### src/rtl/core/lwlrs_pkg.sv
// Shared types and constants for the late window log return share block.
// Used by the datapath modules under rtl/core; depends on nothing.
package lwlrs_pkg;

  localparam int PRICE_W = 32;
  localparam int LOG_W   = 32;
  localparam int SUM_W   = 40;
  localparam int FRAC_W  = 24;
  localparam int BARS_W  = 11;
  localparam int WIN_W   = 10;
  localparam int NUM_W   = 56;   // |tail_sum| << 16
  localparam int DEN_W   = 33;   // |total log return|

  localparam logic [31:0] LN2_Q32 = 32'hB17217F8;

  localparam logic [0:0] REG_BARS   = 1'b0;
  localparam logic [0:0] REG_WINDOW = 1'b1;

  typedef struct packed {
    logic [LOG_W-1:0] lg;
    logic             ok;
  } log_item_t;

  typedef struct packed {
    logic             full;
    logic             empty;
  } fifo_status_t;

endpackage

### src/rtl/core/lwlrs_log.sv
// Front end: accepts a price beat and turns it into ln(price) in Q8.24.
// Depends on lwlrs_pkg. One squaring per cycle, then a ln2 scale and round.
module lwlrs_log (
  input  logic                       clk,
  input  logic                       rst,
  input  logic                       in_valid,
  output logic                       in_ready,
  input  logic [31:0]                price,
  input  logic                       price_ok,
  output logic                       push,
  output lwlrs_pkg::log_item_t       item,
  input  lwlrs_pkg::fifo_status_t    fstat
);

  typedef enum logic [5:0] {
    F_IDLE = 6'b000001,
    F_NORM = 6'b000010,
    F_SQR  = 6'b000100,
    F_MUL  = 6'b001000,
    F_RND  = 6'b010000,
    F_PUSH = 6'b100000
  } fstate_t;

  fstate_t     state;
  logic [31:0] x;
  logic [4:0]  msb;
  logic [4:0]  cnt;
  logic [23:0] frac;
  logic        ok;
  logic        neg;
  logic [60:0] prod;
  logic [31:0] lg;

  logic [63:0] sq;
  logic [32:0] y;
  logic signed [5:0]  e;
  logic signed [29:0] l2;
  logic [28:0] mag;
  logic [60:0] rounded;
  logic [31:0] m;

  always_comb begin
    sq      = 64'(x) * 64'(x);
    y       = sq[63:31];
    e       = $signed({1'b0, msb}) - 6'sd16;
    l2      = {e, frac};
    mag     = l2[29] ? 29'(-l2) : 29'(l2);
    rounded = prod + 61'(64'h8000_0000);
    m       = 32'(rounded[60:32]);
  end

  assign in_ready = (state == F_IDLE);
  assign push     = (state == F_PUSH) && !fstat.full;
  assign item.lg  = lg;
  assign item.ok  = ok;

  always_ff @(posedge clk) begin
    if (rst) begin
      state <= F_IDLE;
    end else begin
      case (state)
        F_IDLE: begin
          if (in_valid) begin
            x   <= price;
            msb <= 5'd31;
            ok  <= price_ok && (price != 32'd0);
            lg  <= '0;
            state <= (price_ok && (price != 32'd0)) ? F_NORM : F_PUSH;
          end
        end
        F_NORM: begin
          if (x[31]) begin
            cnt   <= '0;
            frac  <= '0;
            state <= F_SQR;
          end else if (x[31:24] == 8'd0) begin
            x   <= {x[23:0], 8'd0};
            msb <= msb - 5'd8;
          end else begin
            x   <= {x[30:0], 1'b0};
            msb <= msb - 5'd1;
          end
        end
        F_SQR: begin
          x    <= y[32] ? y[32:1] : y[31:0];
          frac <= {frac[22:0], y[32]};
          cnt  <= cnt + 5'd1;
          if (cnt == 5'(lwlrs_pkg::FRAC_W - 1)) state <= F_MUL;
        end
        F_MUL: begin
          prod  <= 61'(mag) * 61'(lwlrs_pkg::LN2_Q32);
          neg   <= l2[29];
          state <= F_RND;
        end
        F_RND: begin
          lg    <= neg ? -m : m;
          state <= F_PUSH;
        end
        F_PUSH: begin
          if (!fstat.full) state <= F_IDLE;
        end
        default: state <= F_IDLE;
      endcase
    end
  end

endmodule

### src/rtl/core/lwlrs_fifo.sv
// Short queue of log items between the front end and the back end.
// Depends on lwlrs_pkg.
module lwlrs_fifo #(
  parameter int DEPTH = 4
) (
  input  logic                     clk,
  input  logic                     rst,
  input  logic                     push,
  input  lwlrs_pkg::log_item_t     wr_item,
  input  logic                     pop,
  output lwlrs_pkg::log_item_t     rd_item,
  output lwlrs_pkg::fifo_status_t  fstat
);

  localparam int AW = (DEPTH > 1) ? $clog2(DEPTH) : 1;

  lwlrs_pkg::log_item_t mem [DEPTH];
  logic [AW-1:0] wp, rp;
  logic [AW:0]   count;

  assign fstat.full  = (count == (AW+1)'(DEPTH));
  assign fstat.empty = (count == '0);
  assign rd_item     = mem[rp];

  always_ff @(posedge clk) begin
    if (push) mem[wp] <= wr_item;
  end

  always_ff @(posedge clk) begin
    if (rst) begin
      wp <= '0;
      rp <= '0;
      count <= '0;
    end else begin
      if (push) wp <= (wp == AW'(DEPTH - 1)) ? '0 : wp + AW'(1);
      if (pop)  rp <= (rp == AW'(DEPTH - 1)) ? '0 : rp + AW'(1);
      if (push && !pop) count <= count + (AW+1)'(1);
      else if (pop && !push) count <= count - (AW+1)'(1);
    end
  end

endmodule

### src/rtl/core/lwlrs_back.sv
// Back end: row bookkeeping, tail sum, restoring divide and result register.
// Depends on lwlrs_pkg.
module lwlrs_back #(
  parameter int MAX_BARS = 1024
) (
  input  logic                     clk,
  input  logic                     rst,
  input  logic [10:0]              bars_per_row,
  input  logic [9:0]               window_bars,
  input  lwlrs_pkg::log_item_t     rd_item,
  input  lwlrs_pkg::fifo_status_t  fstat,
  output logic                     pop,
  output logic                     out_valid,
  input  logic                     out_ready,
  output logic [31:0]              share,
  output logic                     share_valid
);

  localparam int NW = $clog2(MAX_BARS + 1);
  localparam int CW = (NW > 11) ? NW : 11;
  localparam int PW = $clog2(MAX_BARS);

  typedef enum logic [2:0] {
    B_IDLE = 3'b001,
    B_DIV  = 3'b010,
    B_DONE = 3'b100
  } bstate_t;

  bstate_t state;
  logic signed [31:0] first_log, prev_log;
  logic               first_ok, prev_ok;
  logic [PW-1:0]      position;
  logic signed [39:0] tail_sum;
  logic [55:0]        un;
  logic [32:0]        ud;
  logic [32:0]        rem;
  logic [55:0]        q;
  logic [5:0]         cnt;
  logic               neg;
  logic               res_ok;

  logic [CW-1:0] bars_x, n, w, start, t;
  logic signed [31:0] lg, first_now;
  logic          first_ok_now, row_end, add_en, valid_now;
  logic signed [39:0] sum_next;
  logic signed [32:0] total;
  logic [33:0]   sh;
  logic [31:0]   sat;

  always_comb begin
    bars_x = CW'(bars_per_row);
    if (bars_x == '0) n = CW'(1);
    else if (bars_x > CW'(MAX_BARS)) n = CW'(MAX_BARS);
    else n = bars_x;
    w     = CW'(window_bars);
    start = (n > w) ? n - w : CW'(1);
    t     = CW'(position);
    lg    = $signed(rd_item.lg);
    add_en = (t != '0) && (t >= start) && prev_ok && rd_item.ok;
    sum_next = add_en ? tail_sum + 40'(33'(lg) - 33'(prev_log)) : tail_sum;
    first_now    = (t == '0) ? lg : first_log;
    first_ok_now = (t == '0) ? rd_item.ok : first_ok;
    row_end  = ({1'b0, t} + (CW+1)'(1)) >= {1'b0, n};
    total    = 33'(lg) - 33'(first_now);
    valid_now = first_ok_now && rd_item.ok && (total != '0);
    sh = {rem, un[55]};
    if (neg) sat = (q > 56'h8000_0000) ? 32'h8000_0000 : -q[31:0];
    else     sat = (q > 56'h7FFF_FFFF) ? 32'h7FFF_FFFF : q[31:0];
  end

  assign pop = (state == B_IDLE) && !fstat.empty;

  always_ff @(posedge clk) begin
    if (rst) begin
      state <= B_IDLE;
      first_log <= '0;
      first_ok  <= 1'b0;
      prev_log  <= '0;
      prev_ok   <= 1'b0;
      position  <= '0;
      tail_sum  <= '0;
      out_valid <= 1'b0;
    end else begin
      // Drop a taken beat unless a new one loads this cycle.
      if (out_valid && out_ready && (state != B_DONE)) out_valid <= 1'b0;
      case (state)
        B_IDLE: begin
          if (pop) begin
            prev_log <= lg;
            prev_ok  <= rd_item.ok;
            first_log <= first_now;
            first_ok  <= first_ok_now;
            if (!row_end) begin
              position <= position + PW'(1);
              tail_sum <= sum_next;
            end else begin
              position <= '0;
              tail_sum <= '0;
              res_ok <= valid_now;
              neg <= sum_next[39] ^ total[32];
              un  <= {(sum_next[39] ? 40'(-sum_next) : 40'(sum_next)), 16'd0};
              ud  <= total[32] ? 33'(-total) : 33'(total);
              rem <= '0;
              q   <= '0;
              cnt <= '0;
              state <= valid_now ? B_DIV : B_DONE;
            end
          end
        end
        B_DIV: begin
          if (sh >= {1'b0, ud}) begin
            rem <= 33'(sh - {1'b0, ud});
            q   <= {q[54:0], 1'b1};
          end else begin
            rem <= sh[32:0];
            q   <= {q[54:0], 1'b0};
          end
          un  <= {un[54:0], 1'b0};
          cnt <= cnt + 6'd1;
          if (cnt == 6'(lwlrs_pkg::NUM_W - 1)) state <= B_DONE;
        end
        B_DONE: begin
          if (!out_valid || out_ready) begin
            out_valid   <= 1'b1;
            share       <= res_ok ? sat : 32'd0;
            share_valid <= res_ok;
            state       <= B_IDLE;
          end
        end
        default: state <= B_IDLE;
      endcase
    end
  end

endmodule

### src/rtl/core/late_window_log_return_share.sv
// Top level of the late window log return share block.
// Depends on lwlrs_pkg, lwlrs_log, lwlrs_fifo and lwlrs_back.
//
// Each input beat carries one price (unsigned Q16.16) and its validity flag.
// After bars_per_row prices the block returns one result beat: the sum of
// log returns over the last window_bars steps divided by the log return
// from first to last price, signed Q16.16, saturating; share_valid drops
// (and share is zero) when an end price is invalid or the total is zero.
// A valid price passes the front end as: the accept, leading-zero
// normalization (up to ten shifts until the top bit is set), one squaring
// per fraction bit through one 32x32 multiplier, a ln2 scale, a round and
// a push; invalid prices skip straight from the accept to the push. The
// back end takes one price per cycle while idle with its queue not empty;
// a row end with a valid share adds one-bit restoring division of a 56-bit
// numerator and a load of the result register; an invalid row end adds
// only that load. A four-deep queue between the two lets the front keep
// logging the next row while the back divides, and the result register
// lets the back go on while a result beat waits. Configuration writes take
// effect at once; write only while idle. Row length is held to 1..MAX_BARS.
module late_window_log_return_share #(
  parameter int MAX_BARS = 1024
) (
  input  logic        clk,
  input  logic        rst,
  input  logic        s_tvalid,
  output logic        s_tready,
  input  logic [31:0] s_tdata,   // [31:0] price
  input  logic [0:0]  s_tuser,   // [0] price_ok
  output logic        m_tvalid,
  input  logic        m_tready,
  output logic [31:0] m_tdata,   // [31:0] share
  output logic [0:0]  m_tuser,   // [0] share_valid
  input  logic        cfg_we,
  input  logic [0:0]  cfg_index,
  input  logic [10:0] cfg_wdata
);

  logic [10:0] bars_per_row;
  logic [9:0]  window_bars;

  logic                    push, pop;
  lwlrs_pkg::log_item_t    wr_item, rd_item;
  lwlrs_pkg::fifo_status_t fstat;

  // Hold the configuration registers; unknown indexes drop.
  always_ff @(posedge clk) begin
    if (rst) begin
      bars_per_row <= 11'd48;
      window_bars  <= 10'd6;
    end else if (cfg_we) begin
      case (cfg_index)
        lwlrs_pkg::REG_BARS:   bars_per_row <= cfg_wdata;
        lwlrs_pkg::REG_WINDOW: window_bars  <= cfg_wdata[9:0];
        default: ;
      endcase
    end
  end

  // Front end: log of each accepted price.
  lwlrs_log u_log (
    .clk      (clk),
    .rst      (rst),
    .in_valid (s_tvalid),
    .in_ready (s_tready),
    .price    (s_tdata),
    .price_ok (s_tuser[0]),
    .push     (push),
    .item     (wr_item),
    .fstat    (fstat)
  );

  // Decouple front and back.
  lwlrs_fifo #(.DEPTH(4)) u_fifo (
    .clk     (clk),
    .rst     (rst),
    .push    (push),
    .wr_item (wr_item),
    .pop     (pop),
    .rd_item (rd_item),
    .fstat   (fstat)
  );

  // Back end: accumulate, divide at row end, drive the result beat.
  lwlrs_back #(.MAX_BARS(MAX_BARS)) u_back (
    .clk          (clk),
    .rst          (rst),
    .bars_per_row (bars_per_row),
    .window_bars  (window_bars),
    .rd_item      (rd_item),
    .fstat        (fstat),
    .pop          (pop),
    .out_valid    (m_tvalid),
    .out_ready    (m_tready),
    .share        (m_tdata),
    .share_valid  (m_tuser[0])
  );

endmodule

### config.mk
export PLATFORM = sky130hd
export DESIGN_NAME = late_window_log_return_share
export DESIGN_NICKNAME = d
export VERILOG_FILES = /design/src/rtl/core/lwlrs_pkg.sv /design/src/rtl/core/lwlrs_log.sv /design/src/rtl/core/lwlrs_fifo.sv /design/src/rtl/core/lwlrs_back.sv /design/src/rtl/core/late_window_log_return_share.sv
export SDC_FILE = /design/constraint.sdc
export NUM_CORES = 2
export LEC_CHECK = 0
export BUFFER_PORTS_ARGS = -buffer_cell sky130_fd_sc_hd__buf_2
export CAP_MARGIN = 20
export CORE_MARGIN = 4
export CORE_UTILIZATION = 55
export DETAILED_ROUTE_END_ITERATION = 10
export PLACE_DENSITY = 0.76
export RECOVER_POWER = 100
export SETUP_SLACK_MARGIN = 0.5
export SYNTH_ARGS = -nofsm -noshare
export SYNTH_HDL_FRONTEND = slang
export SYNTH_SLANG_ARGS = --single-unit
export TNS_END_PERCENT = 1
### constraint.sdc
create_clock -name clk -period 8.6 [get_ports clk]
set_input_delay 0.43 -clock clk [delete_from_list [all_inputs] [get_ports clk]]
set_output_delay 0.43 -clock clk [all_outputs]
set_load 0.005 [all_outputs]
=== Word-level counts from Yosys, hierarchy flattened ===
Memory sizes are Yosys's and may differ from the RTL's. A register that Yosys moved wholly into a read port is not among the register bits.
Index checks and enable logic that the tools add are counted.

* Register bits after elaboration: 531
* RAM bits: 132
* Bits of input ports: 50
* Output and inout port bits: 35
* Logic and storage cells: 205
* Memories: 1

* Add/subtract/negate cells: 22
* $mul: 2
* Order comparisons: 7
* Equality and inequality tests: 24
* Muxes and demuxes: 67
* Bitwise gates (word level): 3
* Reduce and logical (&&, ||, !) cells: 46

{| class="wikitable"
|+ Memory list
! name !! depth !! bits a word !! rd ports !! clocked after Yosys merged registers in !! write ports !! line !! text
|-
| u_fifo.mem || 4 || 33 || 1 || 1 || 1 || lwlrs_fifo.sv:17 || <nowiki>lwlrs_pkg::log_item_t mem [DEPTH];</nowiki>
|}

{| class="wikitable"
|+ Operators with widths
! kind !! number
|-
| two-way mux 32 bit || 11
|-
| two-way mux 56 bit || 4
|-
| one-hot mux 56 bit (2 select lines) || 2
|-
| two-way mux 40 bit || 3
|-
| two-way mux 33 bit || 3
|-
| one-hot mux 32 bit (3 select lines) || 1
|-
| one-hot mux 33 bit (2 select lines) || 1
|-
| subtractor 32 x 32 -> 33 bit || 2
|-
| multiplier 32 x 32 -> 64 bit || 1
|-
| one-hot mux 32 bit (2 select lines) || 1
|-
| adder 61 x 32 -> 61 bit, second input constant || 1
|-
| multiplier 29 x 29 -> 58 bit, second input constant || 1
|-
| > comparator 56 x 31 -> 1 bit, second input constant || 1
|-
| > comparator 56 x 32 -> 1 bit, second input constant || 1
|-
| one-hot mux 24 bit (2 select lines) || 1
|-
| two-way mux 6 bit || 7
|-
| adder 40 bit || 1
|-
| negation 40 bit || 1
|-
| one-hot mux 6 bit (6 select lines) || 1
|-
| greater-or-equal comparator 34 x 33 -> 1 bit || 1
|-
| two-way mux 11 bit || 3
|-
| negation 33 bit || 1
|-
| nonzero test 33 bit || 1
|-
| subtractor 33 bit || 1
|-
| other kinds (58) || 120
|}

=== Depth between registers and ports, before layout ===
* Word-level depth: 15
* Gate-level depth with buffers: 37
* Depth with buffers taken out: 36

=== Modules after synthesis ===
A second synthesis with hierarchy kept.

* Cells, all modules: 8741
* Area total of the unflattened synthesis: 82437.8 um2

{| class="wikitable"
|+ Modules (own cells, without submodules)
! module !! instances !! cells an instance !! area each (um2) !! seq. area each (um2)
|-
| lwlrs_log || 1 || 5499 || 51862.2 || 4023.9
|-
| lwlrs_back || 1 || 2938 || 24440.9 || 8498.2
|-
| lwlrs_fifo || 1 || 217 || 5248.8 || 4144.0
|-
| late_window_log_return_share || 1 || 87 || 885.8 || 420.4
|}

=== Worst setup path before layout ===
No wires, ideal clock.

* Kind: reg2reg
* Start point: register u_log.frac[0]
* End point: register u_log.prod[60], data pin
* Library setup time: 0.260 ns
* Arrival: 9.209 ns
* Required time: 8.340 ns
* Setup slack: -0.868 ns
* Stages on the path, launching flop included: 35
* Path buffers: 1
* Period minus slack after synthesis: 9.468 ns
* Path through: edfxtp_1 nor4b_1 nand2b_1 nor4_1 nand2_1 nor2_1 nand2_1 o21ai_0 xnor2_1 inv_1 fa_1 fa_1 inv_1 fa_1 fa_1 inv_1 fa_1 inv_1 fa_1 fa_1 fa_1 ha_1 clkbuf_1 a21oi_1 o21ai_0 a31oi_1 o21ai_0 a31oi_1 a21oi_1 nor3_1 o21ai_0 o41ai_1 o21ai_0 a21oi_1 xnor2_1

* Word-level cells in the longest chain between the ends: 3

{| class="wikitable"
|+ RTL lines
! item !! line !! text
|-
| start: declaration || lwlrs_log.sv:28 || <nowiki>logic [23:0] frac;</nowiki>
|-
| start signal: assignment || lwlrs_log.sv:86 || <nowiki>frac <= {frac[22:0], y[32]};</nowiki>
|-
| negation 29 bit || lwlrs_log.sv:47 || <nowiki>mag = l2[29] ? 29'(-l2) : 29'(l2);</nowiki>
|-
| two-way mux 29 bit * || lwlrs_log.sv:47 ||
|-
| multiplier 29 x 29 -> 58 bit * || lwlrs_log.sv:91 || <nowiki>prod <= 61'(mag) * 61'(lwlrs_pkg::LN2_Q32);</nowiki>
|-
| end signal: assignment || lwlrs_log.sv:91 ||
|-
| end: declaration || lwlrs_log.sv:31 || <nowiki>logic [60:0] prod;</nowiki>
|}

Every way passes the cells marked *; elsewhere a longest branch is shown, timed or not.
A chain may end at the register's enable or synchronous reset.

=== Final worst setup path ===
* Start point: register u_log.x[5]
* End point: register u_log.x[27], data pin

* Word-level cells in the longest chain between the ends: 3

{| class="wikitable"
|+ RTL lines
! item !! line !! text
|-
| start: declaration || lwlrs_log.sv:25 || <nowiki>logic [31:0] x;</nowiki>
|-
| start signal: assignment || lwlrs_log.sv:64 || <nowiki>x <= price;</nowiki>
|-
| start signal: assignment || lwlrs_log.sv:77 || <nowiki>x <= {x[23:0], 8'd0};</nowiki>
|-
| start signal: assignment || lwlrs_log.sv:80 || <nowiki>x <= {x[30:0], 1'b0};</nowiki>
|-
| multiplier 32 x 32 -> 64 bit || lwlrs_log.sv:43 || <nowiki>sq = 64'(x) * 64'(x);</nowiki>
|-
| two-way mux 32 bit || lwlrs_log.sv:85 || <nowiki>x <= y[32] ? y[32:1] : y[31:0];</nowiki>
|-
| one-hot mux 32 bit (3 select lines) || lwlrs_log.sv:61 || <nowiki>case (state)</nowiki>
|}

No other way between the ends.

==> metrics.txt <==
Cells after Synth=between 8000 and 9000; Yosys cell types=89; critical path required time=just over 9000 ps; Die W=around 390 um; post-synthesis sequential area ratio=0.210; crit-path most repeated cell=fa_1; Initial Utilization=0.556; Final GP Congestion=between 0.9 and 1; Slew headroom=-1.25; residual DRC count=0; reg2reg end=u_log.x[27]$_DFFE_PP_; busiest grt layer=met2; Pins Over Slew Limit=878; Mapped Nets=10500; Routed WL=220 mm; Post-synth EDFFs=between 400 and 500; remaining antenna violation count=0; die area=154000 sq um; most common cell after layout, fill and taps aside=inv_1; period utilisation layout=1.03; CTS Buf Count=71; clk slew on worst S/H paths=60 ps; critical path type=reg2reg; final setup fails=42; Crit. path cell count=27; Finished Cell Area=between 90000 and 100000 sq um; Post-Synthesis Cell Area=81300 sq um; commonest cells after routing, fill and taps aside=inv_1, fa_1, ha_1; Worst EP arrival=9350 ps; register area=17100 sq um; delay-heaviest family, CP=adder cells; H-tree levels=3; R2R Path Start=u_log.x[5]$_DFFE_PP_; Hold Buf Count CTS=0; first-pass GRT wire length=around 350 mm; minimum clock period=roughly 8800 ps; Syn-to-layout area delta=12.9%; GRT overflow=0; CTS tree=done; core area=about 150000 sq um; final setup skew=51.9 ps; Core Rows=140; yosys synthesis warning count=0; met3 Usage GRT=0.0437; Fillers=11800; DRT Pass-1 Iters=6; proportion of layout cells with a drive suffix above 1=0.122; Worst Tran Pin Value=~3400 ps; wire length per cell=between 15 and 20 um; largest net degree at the start of global routing=between 70 and 80; Worst Reg-to-Reg Cells=27; maximum clock rate=about 110 MHz; placed cell area=between 80000 and 90000 sq um; post-detail-place hpwl=roughly 180 mm; setup slack at placement=-620 ps; NumNets Final=~11000; Final Hold Fails=0; ys flop type=edfxtp_1; clock latency on the worst-skew pair=about 670 ps; MaxCap Viol Count=23; Buffers on Ports=84; Reg2Reg Setup Slack=-230 ps; slowest stage cell, crit path=or4_4; Iter 0 DRT Violations=between 4000 and 5000; CP endpoint=u_log.x[27]$_DFFE_PP_; Setup crit start=u_log.x[5]$_DFFE_PP_; flops & latches, synth=about 620; failing checks=max-capacitance violations, max-slew violations, negative setup slack; Worst Hold Class=in2reg; Vias/cell=roughly 5.7; GR Util All Layers=0.289; root buf cell=clkbuf_16; async set-reset flop share out of synthesis=0; crit-path max cell delay=560 ps; vias=62700; I/O Pins=85; syn avg cell area=9.49 sq um; peak fanout along the critical path=7; global routing usage on met2=0.487; met1 Usage GRT=0.375; area of the multi-input gates=between 50000 and 60000 sq um; post-route setup slack=-230 ps; CTS sink cnt=between 600 and 700; Clock Path Buffers=3; CP Launch Type=register; RSZ-0062 raised after global routing=true; status=finished with violations; Buf+Inv Stages, Crit Path=6; CP endpoint kind=register; die height=392 um; antenna violations before repair=13; vias in the first global route=around 66000
-- metal layers --
metal | up-vias | wire [um]
li1 | 29200 | -
met1 | 30800 | 89100
met2 | 2214 | 105000
met3 | 539 | 15500
met4 | 6 | 10300
met5 | - | 44
-- cells by family after synthesis --
kind of cell | count (synthesis) | synth area share
AO/OA/AOI/OAI | 1394 | 0.108
XOR/XNOR | 434 | 0.0468
adder cells (fa/ha/maj) | 1925 | 0.396
buffers and inverters | 1899 | 0.0878
flip-flops | 621 | 0.210
multiplexers | 130 | 0.0212
AND/OR/NAND/NOR | 2160 | 0.129
-- flip-flops by register name (all words and copies together), names as in the netlist, 30 cells and up, named ones only --
signal	cells
u_back.tail_sum	40
u_log.lg	32
u_fifo.mem	132
u_back.prev_log	32
u_log.prod	30
u_back.first_log	32
u_back.un	40
u_back.share	32
u_log.x	32
u_back.rem	33
u_back.q	56
u_back.ud	33
-- area by class of cell --
class                      count  share of cell area
tap                         1917              0.0261
timing repair buffer         749              0.0607
clock inverter                44             0.00578
antenna                        8            0.000218
inverter                    1590              0.0652
sequential                   621               0.186
clock buffer                  83              0.0203
multi-input combinational   6043               0.635
-- worst min-delay path by stage --
stage                                           from                               end  slack [ps]  cells past startpoint
global route                            cfg_wdata[7]      bars_per_row[7]$_SDFFE_PP0P_          90                      3
CTS                                     cfg_wdata[8]       window_bars[8]$_SDFFE_PP0P_          70                      3
detailed placement   u_back.prev_log[6]$_SDFFE_PP0P_   u_back.prev_log[6]$_SDFFE_PP0P_         450                      2
floorplan               bars_per_row[0]$_SDFFE_PP0P_      bars_per_row[0]$_SDFFE_PP0P_         440                      2
global placement    u_back.first_log[3]$_SDFFE_PP0P_  u_back.first_log[3]$_SDFFE_PP0P_         440                      2
finish                                  cfg_wdata[8]       window_bars[8]$_SDFFE_PP0P_         110                      3
-- timing repair --
item,in CTS,in global routing
pin swaps,88,100
endpoints found under the setup margin,63,104
gates resized for setup,92,108
buffers inserted,33,21
endpoints found under the hold margin,0,0
gates cloned,0,0
-- worst min-delay path, delay by kind of cell --
family                 cells  cell delay (ps)
and+or+nand+nor            1               60
buffers and inverters      1              140
AOI/OAI and AO/OA          1               50
-- Yosys cell counts, types with 16 or more instances --
library cell	n	area [sq um]
inv_1	1580	5930
fa_1	1085	21700
ha_1	840	10500
nand2_1	731	2740
a21oi_1	511	2560
edfxtp_1	465	14000
nor2_1	425	1600
and2_1	348	2180
clkbuf_1	281	1050
xnor2_1	264	2310
o21ai_0	234	1170
xor2_1	170	1490
dfxtp_1	156	3120
a21o_1	155	1160
nor3_1	145	726
nand3_1	109	546
mux2i_1	89	891
o21a_1	67	503
a31oi_1	59	369
nor2b_1	56	350
nand4_1	54	338
nand2b_1	51	319
and3_1	48	300
or3_1	45	282
nor4_1	43	269
a211oi_1	41	308
a22oi_1	36	270
mux4_2	33	743
o21bai_1	28	210
a31o_2	24	210
o211ai_1	24	180
o31ai_1	24	180
buf_1	23	86.3
a21boi_0	19	143
or2_2	19	119
a2111oi_0	17	149
nand3b_1	16	120
-- through the flow --
stage | hold slack, ps | std cells | utilization | setup TNS, ps
4_1_cts | 71.6 | 11000 | 0.624 | -3760
3_3_place_gp | 442 | 10900 | 0.603 | -13790
5_1_grt | 90.2 | 11000 | 0.627 | -30680
6_report | 105 | 11100 | 0.627 | -5640
3_5_place_dp | 447 | 10900 | 0.603 | -20020
2_1_floorplan | 436 | 8563 | - | 0
Power is not shown: default switching activity piles up to over one toggle a cycle in this logic, so the estimate is an artifact.
